File: config.mk
export PLATFORM = sky130hd
export DESIGN_NAME = key_matrix_debounce_report_unit
export DESIGN_NICKNAME = d
export VERILOG_FILES = /design/src/hw/rtl/kmdr_pkg.sv /design/src/hw/rtl/kmdr_key_store.sv /design/src/hw/rtl/kmdr_report.sv /design/src/hw/rtl/key_matrix_debounce_report_unit.sv
export SDC_FILE = /design/constraint.sdc
export NUM_CORES = 2
export LEC_CHECK = 0
export ABC_CLOCK_PERIOD_IN_PS = 7600
export BUFFER_PORTS_ARGS = -buffer_cell sky130_fd_sc_hd__buf_2
export CELL_PAD_IN_SITES_DETAIL_PLACEMENT = 1
export CELL_PAD_IN_SITES_GLOBAL_PLACEMENT = 1
export CORE_ASPECT_RATIO = 0.5
export CORE_MARGIN = 3
export CORE_UTILIZATION = 50
export DETAILED_ROUTE_END_ITERATION = 6
export PLACE_DENSITY_LB_ADDON = 0.1
export SYNTH_ARGS = -nofsm -noshare
export SYNTH_HDL_FRONTEND = slang
export SYNTH_HIERARCHICAL = 1
export SYNTH_SLANG_ARGS = --single-unit
File: constraint.sdc
create_clock -name clk -period 7.6 [get_ports clk]
set_input_delay 0 -clock clk [delete_from_list [all_inputs] [get_ports clk]]
set_output_delay 0 -clock clk [all_outputs]
set_load 0.02 [all_outputs]
File: src/hw/rtl/kmdr_pkg.sv
`timescale 1ns / 1ps
// ----------------------------------------------------------------------------
// kmdr_pkg
// Shared types and constants of the key matrix debounce and report unit.
// ----------------------------------------------------------------------------
package kmdr_pkg;

  localparam int unsigned CODE_W      = 8;
  localparam int unsigned SLOT_FIELDS = 6;
  localparam int unsigned USED_W      = 3;

  localparam logic [CODE_W-1:0] CNT_MAX          = 8'hFF;
  localparam logic [CODE_W-1:0] MOD_FIRST        = 8'hE0;
  localparam logic [CODE_W-1:0] MOD_LAST         = 8'hE7;
  localparam logic [CODE_W-1:0] THRESHOLD_RESET  = 8'd10;
  localparam logic [CODE_W-1:0] FN_KEYCODE_RESET = 8'hFF;

  // input commands
  localparam logic CMD_SCAN  = 1'b0;
  localparam logic CMD_WRITE = 1'b1;

  // configuration register indexes
  localparam logic REG_THRESHOLD  = 1'b0;
  localparam logic REG_FN_KEYCODE = 1'b1;

  typedef enum logic [1:0] {
    ST_IDLE,
    ST_SCAN,
    ST_EMIT
  } seq_state_t;

  // one key as read back from the key store
  typedef struct packed {
    logic [CODE_W-1:0] cnt;
    logic [CODE_W-1:0] code_n;
    logic [CODE_W-1:0] code_f;
  } key_rd_t;

  // sequencer to report builder
  typedef struct packed {
    logic clear;
    logic step;
    logic pressed;
  } rpt_ctl_t;

endpackage

File: src/hw/rtl/kmdr_key_store.sv
`timescale 1ns / 1ps
// ----------------------------------------------------------------------------
// kmdr_key_store
// Press counter memory and two-layer keymap memory, one key per entry, with
// per-entry valid bits so that never-written entries read as zero.
// ----------------------------------------------------------------------------
module kmdr_key_store
  import kmdr_pkg::*;
#(
  parameter int unsigned KEYS   = 80,
  parameter int unsigned KEY_AW = 7
) (
  input  logic              clk,
  input  logic              rst_n,
  input  logic              rd_en,
  input  logic [KEY_AW-1:0] rd_addr,
  output key_rd_t           rd_data,
  input  logic              cnt_we,
  input  logic [KEY_AW-1:0] cnt_addr,
  input  logic [CODE_W-1:0] cnt_wdata,
  input  logic              map_we,
  input  logic              map_layer,
  input  logic [KEY_AW-1:0] map_addr,
  input  logic [CODE_W-1:0] map_wdata
);

  logic [CODE_W-1:0]   cnt_mem [KEYS];
  logic [2*CODE_W-1:0] map_mem [KEYS];   // fn layer in the upper byte

  logic [KEYS-1:0] cnt_vld_r;
  logic [KEYS-1:0] norm_vld_r;
  logic [KEYS-1:0] fn_vld_r;

  logic [CODE_W-1:0]   cnt_q_r;
  logic [2*CODE_W-1:0] map_q_r;
  logic                cnt_ok_r;
  logic                norm_ok_r;
  logic                fn_ok_r;

  always_ff @(posedge clk) begin
    if (cnt_we) begin
      cnt_mem[cnt_addr] <= cnt_wdata;
    end
    if (map_we && !map_layer) begin
      map_mem[map_addr][CODE_W-1:0] <= map_wdata;
    end
    if (map_we && map_layer) begin
      map_mem[map_addr][2*CODE_W-1:CODE_W] <= map_wdata;
    end
  end

  always_ff @(posedge clk) begin
    if (rd_en) begin
      cnt_q_r   <= cnt_mem[rd_addr];
      map_q_r   <= map_mem[rd_addr];
      cnt_ok_r  <= cnt_vld_r[rd_addr];
      norm_ok_r <= norm_vld_r[rd_addr];
      fn_ok_r   <= fn_vld_r[rd_addr];
    end
  end

  always_ff @(posedge clk) begin
    if (!rst_n) begin
      cnt_vld_r  <= '0;
      norm_vld_r <= '0;
      fn_vld_r   <= '0;
    end else begin
      if (cnt_we) begin
        cnt_vld_r[cnt_addr] <= 1'b1;
      end
      if (map_we && !map_layer) begin
        norm_vld_r[map_addr] <= 1'b1;
      end
      if (map_we && map_layer) begin
        fn_vld_r[map_addr] <= 1'b1;
      end
    end
  end

  assign rd_data.cnt    = cnt_ok_r  ? cnt_q_r : '0;
  assign rd_data.code_n = norm_ok_r ? map_q_r[CODE_W-1:0] : '0;
  assign rd_data.code_f = fn_ok_r   ? map_q_r[2*CODE_W-1:CODE_W] : '0;

endmodule

File: src/hw/rtl/kmdr_report.sv
`timescale 1ns / 1ps
// ----------------------------------------------------------------------------
// kmdr_report
// Debounce decision for one key per cycle and the boot report it builds:
// modifier byte, key slots, slot count and the Fn layer flag.
// ----------------------------------------------------------------------------
module kmdr_report
  import kmdr_pkg::*;
#(
  parameter int unsigned REPORT_KEYS = 6
) (
  input  logic                               clk,
  input  logic                               rst_n,
  input  rpt_ctl_t                           ctl,
  input  key_rd_t                            rd,
  input  logic [CODE_W-1:0]                  thr,
  input  logic [CODE_W-1:0]                  fn_code,
  output logic                               cnt_we,
  output logic [CODE_W-1:0]                  cnt_wdata,
  output logic [CODE_W-1:0]                  modifier,
  output logic [REPORT_KEYS-1:0][CODE_W-1:0] slots
);

  localparam int unsigned SLOT_AW = (REPORT_KEYS > 1) ? $clog2(REPORT_KEYS) : 1;

  logic [USED_W-1:0]                  used_r,  used_nxt;
  logic [CODE_W-1:0]                  mod_r,   mod_nxt;
  logic [REPORT_KEYS-1:0][CODE_W-1:0] slot_r,  slot_nxt;
  logic                               fn_on_r, fn_on_nxt;

  logic              active;
  logic              fn_match;
  logic              layer_on;
  logic [CODE_W-1:0] cnt_now;
  logic [CODE_W-1:0] code;

  assign active   = used_r < USED_W'(REPORT_KEYS);
  assign fn_match = rd.code_n == fn_code;
  assign layer_on = fn_match || fn_on_r;
  assign code     = layer_on ? rd.code_f : rd.code_n;

  always_comb begin
    if (!ctl.pressed) begin
      cnt_now = '0;
    end else if (rd.cnt <= thr && rd.cnt != CNT_MAX) begin
      cnt_now = rd.cnt + CODE_W'(1);
    end else begin
      cnt_now = rd.cnt;
    end
  end

  // a full report freezes the rest of the scan, counters too
  assign cnt_we    = ctl.step && active;
  assign cnt_wdata = cnt_now;

  always_comb begin
    used_nxt  = used_r;
    mod_nxt   = mod_r;
    slot_nxt  = slot_r;
    fn_on_nxt = fn_on_r;
    if (ctl.clear) begin
      used_nxt = '0;
      mod_nxt  = '0;
      slot_nxt = '0;
    end else if (ctl.step && active) begin
      if (fn_match && rd.cnt != '0 && cnt_now == '0) begin
        fn_on_nxt = 1'b0;
      end else if (cnt_now > thr) begin
        fn_on_nxt = layer_on;
        if (code >= MOD_FIRST && code <= MOD_LAST) begin
          mod_nxt = mod_r | (CODE_W'(1) << code[2:0]);
        end else if (code != '0) begin
          slot_nxt[used_r[SLOT_AW-1:0]] = code;
          used_nxt = used_r + USED_W'(1);
        end
      end
    end
  end

  always_ff @(posedge clk) begin
    if (!rst_n) begin
      used_r  <= '0;
      mod_r   <= '0;
      slot_r  <= '0;
      fn_on_r <= 1'b0;
    end else begin
      used_r  <= used_nxt;
      mod_r   <= mod_nxt;
      slot_r  <= slot_nxt;
      fn_on_r <= fn_on_nxt;
    end
  end

  assign modifier = mod_r;
  assign slots    = slot_r;

  a_used_bounded: assert property (@(posedge clk) disable iff (!rst_n)
    used_r <= USED_W'(REPORT_KEYS))
    else $error("report slot count beyond report size");

  a_full_freezes: assert property (@(posedge clk) disable iff (!rst_n)
    (ctl.step && !active) |=> (used_r == $past(used_r) && mod_r == $past(mod_r)))
    else $error("full report changed during scan");

endmodule

File: src/hw/rtl/key_matrix_debounce_report_unit.sv
`timescale 1ns / 1ps
// ----------------------------------------------------------------------------
// key_matrix_debounce_report_unit
// Debounced key matrix scanner that builds a keyboard boot report.
// ----------------------------------------------------------------------------
// Scan beats carry one sensed matrix row; row 0 opens a scan and clears the
// report, the last row sends the report (modifier byte and six key slots).
// Write beats load the normal or Fn keymap. A scan beat fetches the first
// key, then decides one key per cycle, set by the single read port of the
// counter and keymap memories, the next key being fetched while the current
// one is decided and written back. The last row then passes through the emit
// state to load the output register, and waits there while the previous
// report is still not taken. No input is taken while a scan is in flight.
// Counters and keymaps are zero after reset with no clearing pass, so the
// block is ready straight after reset.
// ----------------------------------------------------------------------------
module key_matrix_debounce_report_unit
  import kmdr_pkg::*;
#(
  parameter int unsigned ROWS        = 10,
  parameter int unsigned COLS        = 8,
  parameter int unsigned REPORT_KEYS = 6
) (
  input  logic              clk,
  input  logic              rst_n,
  input  logic              in_valid,
  output logic              in_ready,
  input  logic              in_cmd,
  input  logic [3:0]        in_row,
  input  logic [7:0]        in_sense,
  input  logic [2:0]        in_column,
  input  logic              in_layer,
  input  logic [7:0]        in_keycode,
  output logic              out_valid,
  input  logic              out_ready,
  output logic [7:0]        out_modifier,
  output logic [7:0]        out_key0,
  output logic [7:0]        out_key1,
  output logic [7:0]        out_key2,
  output logic [7:0]        out_key3,
  output logic [7:0]        out_key4,
  output logic [7:0]        out_key5,
  input  logic              cfg_we,
  input  logic              cfg_index,
  input  logic [7:0]        cfg_data
);

  localparam int unsigned KEYS   = ROWS * COLS;
  localparam int unsigned KEY_AW = (KEYS > 1) ? $clog2(KEYS) : 1;
  localparam int unsigned COL_W  = (COLS > 1) ? $clog2(COLS) : 1;
  localparam logic [COL_W-1:0] COL_LAST = COL_W'(COLS - 1);

  seq_state_t state_r, state_nxt;
  logic [COL_W-1:0]  col_r, col_nxt;
  logic [KEY_AW-1:0] base_r;
  logic [COLS-1:0]   sense_r;
  logic              last_row_r;

  logic [CODE_W-1:0] thr_r;
  logic [CODE_W-1:0] fn_code_r;

  logic                               out_valid_r;
  logic [CODE_W-1:0]                  out_mod_r;
  logic [SLOT_FIELDS-1:0][CODE_W-1:0] out_key_r;
  logic                               out_load;

  logic              in_fire;
  logic              row_ok;
  logic              col_ok;
  logic              scan_start;
  logic [7:0]        in_prod;
  logic [KEY_AW-1:0] in_base;

  logic              rd_en;
  logic [KEY_AW-1:0] rd_addr;
  key_rd_t           rd_data;
  rpt_ctl_t          ctl;
  logic              cnt_we;
  logic [CODE_W-1:0] cnt_wdata;
  logic              map_we;
  logic [KEY_AW-1:0] map_addr;

  logic [CODE_W-1:0]                  rpt_mod;
  logic [REPORT_KEYS-1:0][CODE_W-1:0] rpt_slots;
  logic [SLOT_FIELDS-1:0][CODE_W-1:0] rpt_pad;

  assign in_ready   = state_r == ST_IDLE;
  assign in_fire    = in_valid && in_ready;
  assign row_ok     = {1'b0, in_row} < 5'(ROWS);
  assign col_ok     = {1'b0, in_column} < 4'(COLS);
  assign in_prod    = {4'b0, in_row} * 8'(COLS);
  assign in_base    = in_prod[KEY_AW-1:0];
  assign scan_start = in_fire && row_ok && in_cmd == CMD_SCAN;

  assign map_we   = in_fire && row_ok && col_ok && in_cmd == CMD_WRITE;
  assign map_addr = in_base + KEY_AW'(in_column);

  // configuration
  always_ff @(posedge clk) begin
    if (!rst_n) begin
      thr_r     <= THRESHOLD_RESET;
      fn_code_r <= FN_KEYCODE_RESET;
    end else if (cfg_we) begin
      unique case (cfg_index)
        REG_THRESHOLD:  thr_r     <= cfg_data;
        REG_FN_KEYCODE: fn_code_r <= cfg_data;
        default:        thr_r     <= thr_r;
      endcase
    end
  end

  // sequencer
  always_comb begin
    state_nxt = state_r;
    col_nxt   = col_r;
    rd_en     = 1'b0;
    rd_addr   = in_base;
    ctl       = '0;
    out_load  = 1'b0;
    unique case (state_r)
      ST_IDLE: begin
        if (scan_start) begin
          rd_en     = 1'b1;
          ctl.clear = in_row == '0;
          col_nxt   = '0;
          state_nxt = ST_SCAN;
        end
      end
      ST_SCAN: begin
        ctl.step    = 1'b1;
        ctl.pressed = sense_r[col_r];
        if (col_r != COL_LAST) begin
          // fetch the next key while this one is decided
          rd_en   = 1'b1;
          rd_addr = base_r + KEY_AW'(col_r) + KEY_AW'(1);
          col_nxt = col_r + COL_W'(1);
        end else begin
          state_nxt = last_row_r ? ST_EMIT : ST_IDLE;
        end
      end
      ST_EMIT: begin
        if (!out_valid_r || out_ready) begin
          out_load  = 1'b1;
          state_nxt = ST_IDLE;
        end
      end
      default: state_nxt = ST_IDLE;
    endcase
  end

  always_ff @(posedge clk) begin
    if (!rst_n) begin
      state_r <= ST_IDLE;
      col_r   <= '0;
    end else begin
      state_r <= state_nxt;
      col_r   <= col_nxt;
    end
  end

  always_ff @(posedge clk) begin
    if (scan_start) begin
      base_r     <= in_base;
      sense_r    <= in_sense[COLS-1:0];
      last_row_r <= in_row == 4'(ROWS - 1);
    end
  end

  kmdr_key_store #(
    .KEYS   (KEYS),
    .KEY_AW (KEY_AW)
  ) u_store (
    .clk       (clk),
    .rst_n     (rst_n),
    .rd_en     (rd_en),
    .rd_addr   (rd_addr),
    .rd_data   (rd_data),
    .cnt_we    (cnt_we),
    .cnt_addr  (base_r + KEY_AW'(col_r)),
    .cnt_wdata (cnt_wdata),
    .map_we    (map_we),
    .map_layer (in_layer),
    .map_addr  (map_addr),
    .map_wdata (in_keycode)
  );

  kmdr_report #(
    .REPORT_KEYS (REPORT_KEYS)
  ) u_report (
    .clk       (clk),
    .rst_n     (rst_n),
    .ctl       (ctl),
    .rd        (rd_data),
    .thr       (thr_r),
    .fn_code   (fn_code_r),
    .cnt_we    (cnt_we),
    .cnt_wdata (cnt_wdata),
    .modifier  (rpt_mod),
    .slots     (rpt_slots)
  );

  // output register
  always_ff @(posedge clk) begin
    if (!rst_n) begin
      out_valid_r <= 1'b0;
    end else if (out_load) begin
      out_valid_r <= 1'b1;
    end else if (out_ready) begin
      out_valid_r <= 1'b0;
    end
  end

  // slot fields past the report size stay zero
  always_comb begin
    rpt_pad                  = '0;
    rpt_pad[REPORT_KEYS-1:0] = rpt_slots;
  end

  always_ff @(posedge clk) begin
    if (out_load) begin
      out_mod_r <= rpt_mod;
      out_key_r <= rpt_pad;
    end
  end

  assign out_valid    = out_valid_r;
  assign out_modifier = out_mod_r;
  assign out_key0     = out_key_r[0];
  assign out_key1     = out_key_r[1];
  assign out_key2     = out_key_r[2];
  assign out_key3     = out_key_r[3];
  assign out_key4     = out_key_r[4];
  assign out_key5     = out_key_r[5];

  a_cnt_wr_in_scan: assert property (@(posedge clk) disable iff (!rst_n)
    cnt_we |-> state_r == ST_SCAN)
    else $error("counter written outside a scan");

  a_scan_ends: assert property (@(posedge clk) disable iff (!rst_n)
    (state_r == ST_SCAN && col_r == COL_LAST && !last_row_r) |=> state_r == ST_IDLE)
    else $error("scan of an inner row did not return to idle");

  a_report_from_emit: assert property (@(posedge clk) disable iff (!rst_n)
    $rose(out_valid_r) |-> $past(state_r == ST_EMIT))
    else $error("report sent outside the last row");

endmodule

# After elaboration in Yosys (flattened, before gate mapping)
# Memories as Yosys holds them, arrays and structs flattened. A register that Yosys moved wholly into a read port is not among the register bits.
# Cells that the tools add are included.
[word_totals] reg_bits=394 latch_bits=0 ram_bits=1920 rom_bits=0 inputBits=39 output_inout_bits=58 wordCells=156 mem_count=2
[op_classes] addsub=6 multipliers=0 div_mod_pow=0 magnitude_cmp=14 n_eq_ne=10 n_shift=1 muxes=49 bitwise=10 reduce_logical=34
[memory_table] name="u_store.map_mem" words=80 width=16 read_ports=1 rd_clocked_by_memory_dff=1 wr=1 line="kmdr_key_store.sv:28" source="logic [2*CODE_W-1:0] map_mem [KEYS];"
[memory_table] name="u_store.cnt_mem" words=80 width=8 read_ports=1 rd_clocked_by_memory_dff=1 wr=1 line="kmdr_key_store.sv:27" source="logic [CODE_W-1:0] cnt_mem [KEYS];"
[op_table] cell="80-bit OR" count=3
[op_table] cell="8-bit 2-to-1 mux" count=7
[op_table] cell="48-bit bitwise mux" count=1
[op_table] cell="8-bit demux with 3-bit select" count=1
[op_table] cell="7-bit by 8-bit < comparator with 1-bit output, second input constant" count=3
[op_table] cell="1-bit 2-to-1 mux" count=22
[op_table] cell="1-bit binary-select mux with 7-bit select" count=3
[op_table] cell="8-bit nonzero test" count=2
[op_table] cell="7-bit by 3-bit adder with 7-bit output" count=2
[op_table] cell="1-bit demux with 7-bit select" count=2
[op_table] cell="7-bit by 1-bit greater-or-equal comparator with 1-bit output, second input constant" count=2
[op_table] cell="1-bit logical AND" count=14
[op_table] cell="7-bit 2-to-1 mux" count=2
[op_table] cell="2-bit 2-to-1 mux" count=5
[op_table] cell="3-bit AND reduction" count=3
[op_table] cell="8-bit by 1-bit adder with 8-bit output, second input constant" count=1
[op_table] cell="8-bit == test" count=1
[op_table] cell="8-bit greater-or-equal comparator, second input constant" count=1
[op_table] cell="8-bit > comparator" count=1
[op_table] cell="8-bit less-or-equal comparator" count=1
[op_table] cell="8-bit less-or-equal comparator, second input constant" count=1
[op_table] cell="8-bit logical NOT" count=1
[op_table] cell="3-bit by 4-bit < comparator with 1-bit output, second input constant" count=2
[op_table] cell="8-bit != test, second input constant" count=1
[op_table] cell="other kinds (28)" count=42

# Longest topological paths before layout
[depth] ltp_word=9 ltp_mapped=20 depth_no_buf=18

# By module
# The synthesis kept the hierarchy.
[modules_own_cells] mod="kmdr_key_store" instances=1 cells_each=4082 area_each_um2=83928.0 seq_area_each_um2=63270.7
[modules_own_cells] mod="kmdr_report" instances=1 cells_each=384 area_each_um2=3413.3 seq_area_each_um2=1201.2
[modules_own_cells] mod="key_matrix_debounce_report_unit" instances=1 cells_each=205 area_each_um2=3184.3 seq_area_each_um2=2512.4

# Worst setup path before layout
# Ideal clock, no wire load.
[synth_timing] path_kind="reg-to-reg" startpoint="reg u_store.cnt_ok_r" endpoint="reg u_report.slot_r, in the netlist u_report/slots[0]" arrival_ns=7.496 t_required_ns=7.528 slack_ns=0.032 path_stages_with_launch=19 period_less_slack_ns=7.568 path_cell_list="edfxtp_1 -> and2_1 -> ha_1 -> nand4_1 -> nor2_1 -> a21oi_1 -> nor3b_1 -> nand2_1 -> a21boi_0 -> ha_1 -> nor2b_1 -> o21a_1 -> o21a_1 -> o21bai_1 -> a221o_1 -> a41o_1 -> buf_6 -> nor4_4 -> mux2i_1"
[synth_rtl] item="start, declared" line="kmdr_key_store.sv:36" source="logic cnt_ok_r;"
[synth_rtl] item="start signal, assigned" line="kmdr_key_store.sv:56" source="cnt_ok_r <= cnt_vld_r[rd_addr];"
[synth_rtl] item="end signal, assigned" line="kmdr_report.sv:89" source="slot_r <= slot_nxt;"
[synth_rtl] item="end, declared" line="kmdr_report.sv:28" source="logic [REPORT_KEYS-1:0][CODE_W-1:0] slot_r, slot_nxt;"

==> run_results.csv <==
group,metric,value,unit
synth,syn_avg_cell_area,19.4,sq um
clock_tree,insertion_delay,0.86,ns
worst_setup_path,arrival,6.64,ns
routing,vias,47967,
power,p_leak,30.8,nW
die,core,178000,sq um
global_routing,grt_overflow_total,0,
routing,antenna_left,0,
clock_tree,cts_hold_buf,70,
clock_tree,cts_max_path_buffers,4,
synth,syn_inst,4671,
worst_setup_path,cp_data_required_time,8.35,ns
clock_tree,cts_buffers,205,
sta,setup_tns,0,ns
clock_tree,path_clk_slew,0.07,ns
placed_design,gp_congestion,0.855,
placed_design,hpwl,167000,um
clock_tree,cts.sinks,2338,
sta,max-slew-margin-rel,8.85,%
worst_setup_path,slowest_delay,1.02,ns
synth,ys_types,89,
global_routing,grt_max_degree,111,
cells_and_area,syn2layout_area_growth,11.8,%
cells_and_area,nets,4944,
global_routing,grt_pass1_wl,373000,um
worst_setup_path,worstSetupStartpointType,"flop",
sta,fin_skew,0.0370,ns
routing,drt-initial-drc-count,6087,
power,powerDensity,254,nW/um^2
clock_tree,cts_root_buf,"clkbuf_16",
synth,yosysSeqAreaShare,74.0,%
clock_tree,cts_max_level,4,
cells_and_area,drive_above_1_share,22.0,%
power,vdd_drop_max,0.202,mV
sta,max_freq,170,MHz
synth,synth.most_common_cell,"edfxtp_1",
synth,synth_edf_count,2016,
hold_path,min_path_type,"in -> reg",
synth,async_reset_ff_share,0,%
sta,timing.final.crit_share,77.5,%
power,p_total,25.7,mW
sta,rsz0062_at_grt,"no",
clock_tree,postCtsSetupBuffers,0,
sta,post-route-min-period,5.89,ns
worst_setup_path,crit_type,"reg -> reg",
clock_tree,cts_tree,"done",
die,initial_utilization,50.8,%
placed_design,io_buffer_count,96,
synth,synth_area_leader_cell,"edfxtp_1",
outcome,status,"finished, final reports clean",
synth,synth_top_cells_by_count,"2016 x edfxtp_1, 533 x mux4_2, 322 x dfxtp_1, 285 x nor2_1, 242 x o21a_1",
die,die_area,187000,sq um
die,row_count,109,
synth,syn_area,90500,sq um
synth,ys.flop_type,"edfxtp_1",
global_routing,grt_use_total,28.1,%
worst_setup_path,r2r_slack,1.71,ns
routing,totalWireLength,261000,um
sta,finalMaxSlewViolations,0,
run,drv_cap,0,
sta,tightest_slew,1.36,ns
synth,synth.area.top_cells,"edfxtp_1 67%, mux4_2 13%, dfxtp_1 7.1%, o21a_1 2.0%, mux2i_1 1.9%",
global_routing,antenna_found_initial,16,
clock_tree,ctsResizeCount,0,
global_routing,grt_pass1_vias,49105,
worst_setup_path,crit_chain,"and2_1, inv_1, ha_1, nand4_1, nor2_1, a21oi_1, nor3b_1, nand2_1, nor2_1, xor2_1, and2_2, ha_1, nand4_1, o21bai_1, a221o_1, a41o_1, nor4b_2, mux2i_1",
die,die_w,608,um
sta,hold_violations,0,
die,ios,97,
worst_setup_path,worst-path-max-fanout,11,
worst_setup_path,worstSetupEndpointType,"flop",
routing,drc_errors,0,
die,fp.dieH,307,um
synth,yosysWarnings,6,
routing,vias_per_cell,6.45,
routing,first_pass_iters,6,
worst_setup_path,crit_slowest_cell,"nor4b_2",
synth,yosysTopAreaCellShare,66.9,%
synth,synth_seq_cells,2338,
routing,wire_per_inst,35.1,um
sta,setup_violations,0,
synth,syn_nets,4731,
## critical path, delay by kind of cell (launching register included)
kind | cells | cell delay [ns]
xor+xnor | 1 | 0.09
flops | 1 | 0.44
buf+inv | 1 | 0.15
fa+ha+maj | 2 | 0.60
compound gates | 4 | 1.12
simple gates | 9 | 3.09
mux | 1 | 0.30
## area by class of cell
cell class / count / area (sq um)
Tap cell: 2386 / 2990
Inverter: 20 / 75.1
Sequential cell: 2338 / 67000
Multi-Input combinational cell: 2057 / 22300
Clock inverter: 65 / 562
Timing Repair Buffer: 262 / 2120
Fill cell: 15246 / 77000
Antenna cell: 1 / 2.50
Clock buffer: 311 / 6160
## power breakdown
part	switching [mW]	internal, mW	total, mW
clock network	4.64	5.90	10.5
logic	0.854	0.418	1.27
registers	0.0152	13.9	13.9
total	5.50	20.2	25.7
## through the flow
step           std cells  hold slack (ns)  worst slack [ns]  cell area [sq um]  util (%)
2_1_floorplan       4671           0.0989            0.0317              90500         -
3_3_place_gp        6993            0.232              1.78              93800      52.6
3_5_place_dp        6993            0.220              1.71              93800      52.6
4_1_cts             7439           0.0403              1.70             101000      56.8
5_1_grt             7440           0.0785              1.21             101000      56.8
6_report            7440           0.0820              1.71             101000      56.8
## sequential cells by signal, summed over array words and instances, names as in the netlist, 4 cells and up
signal              cells
base_r                  4
fn_code_r               8
out_key0                8
out_key1                8
out_key2                8
out_key3                8
out_key4                8
out_key5                8
out_modifier            8
sense_r                 8
thr_r                   8
u_report/modifier       8
u_report/slots         48
u_store/cnt_mem       640
u_store/cnt_q_r         8
u_store/cnt_vld_r      80
u_store/fn_vld_r       80
u_store/map_mem      1280
u_store/map_q_r        16
u_store/norm_vld_r     80
## metal layers
metal	wire length [um]	global-route usage (%)	part of all wire [%]
met4	6010	6.47	2.3
met2	119000	43.2	46
met3	25400	6.84	9.7
met5	0	0	0
met1	110000	41.0	42
## kinds of logic (layout without fill, tap and decap cells)
family / Yosys count / after routing / share of synthesized area [%]
flops: 2338 / 2338 / 74.0
mux: 744 / 744 / 15.8
simple gates: 707 / 707 / 3.60
compound gates: 569 / 569 / 4.66
buf+inv: 276 / 658 / 1.52
fa+ha+maj: 21 / 21 / 0.290
xor+xnor: 16 / 16 / 0.155
other cells: 0 / 1 / 0
## final timing paths
| kind | from | endpoint | cells after the start |
|---|---|---|---|
| setup / recovery | u_store/cnt_ok_r$_DFFE_PP_ | u_report/slots[32]$_SDFFE_PP0P_ | 18 |
| hold reg to reg | u_report/modifier[2]$_SDFFE_PP0P_ | out_modifier[2]$_DFFE_PP_ | 0 |
| hold / removal | cfg_data[1] | thr_r[1]$_SDFFE_PN1P_ | 4 |
| setup reg to reg | u_store/cnt_ok_r$_DFFE_PP_ | u_report/slots[32]$_SDFFE_PP0P_ | 18 |
## placed cells by master, fill, tap and decap left out, drive strengths merged, types with 13 or more instances in the layout
master	count
o21ai	32
edfxtp	2016
or3	14
nor2	288
and2	41
clkinv	51
nand3	45
mux4	541
a22oi	66
clkbuf	311
o21a	242
ha	21
o211ai	21
inv	25
nor3	23
a221oi	19
o22ai	28
o32a	13
nand2	190
mux2	35
dlygate4sd3	70
nor2b	32
mux2i	168
buf	192
a21oi	35
nand4	13
a211oi	20
dfxtp	322
Note: power is estimated with default switching activity, not from simulation.
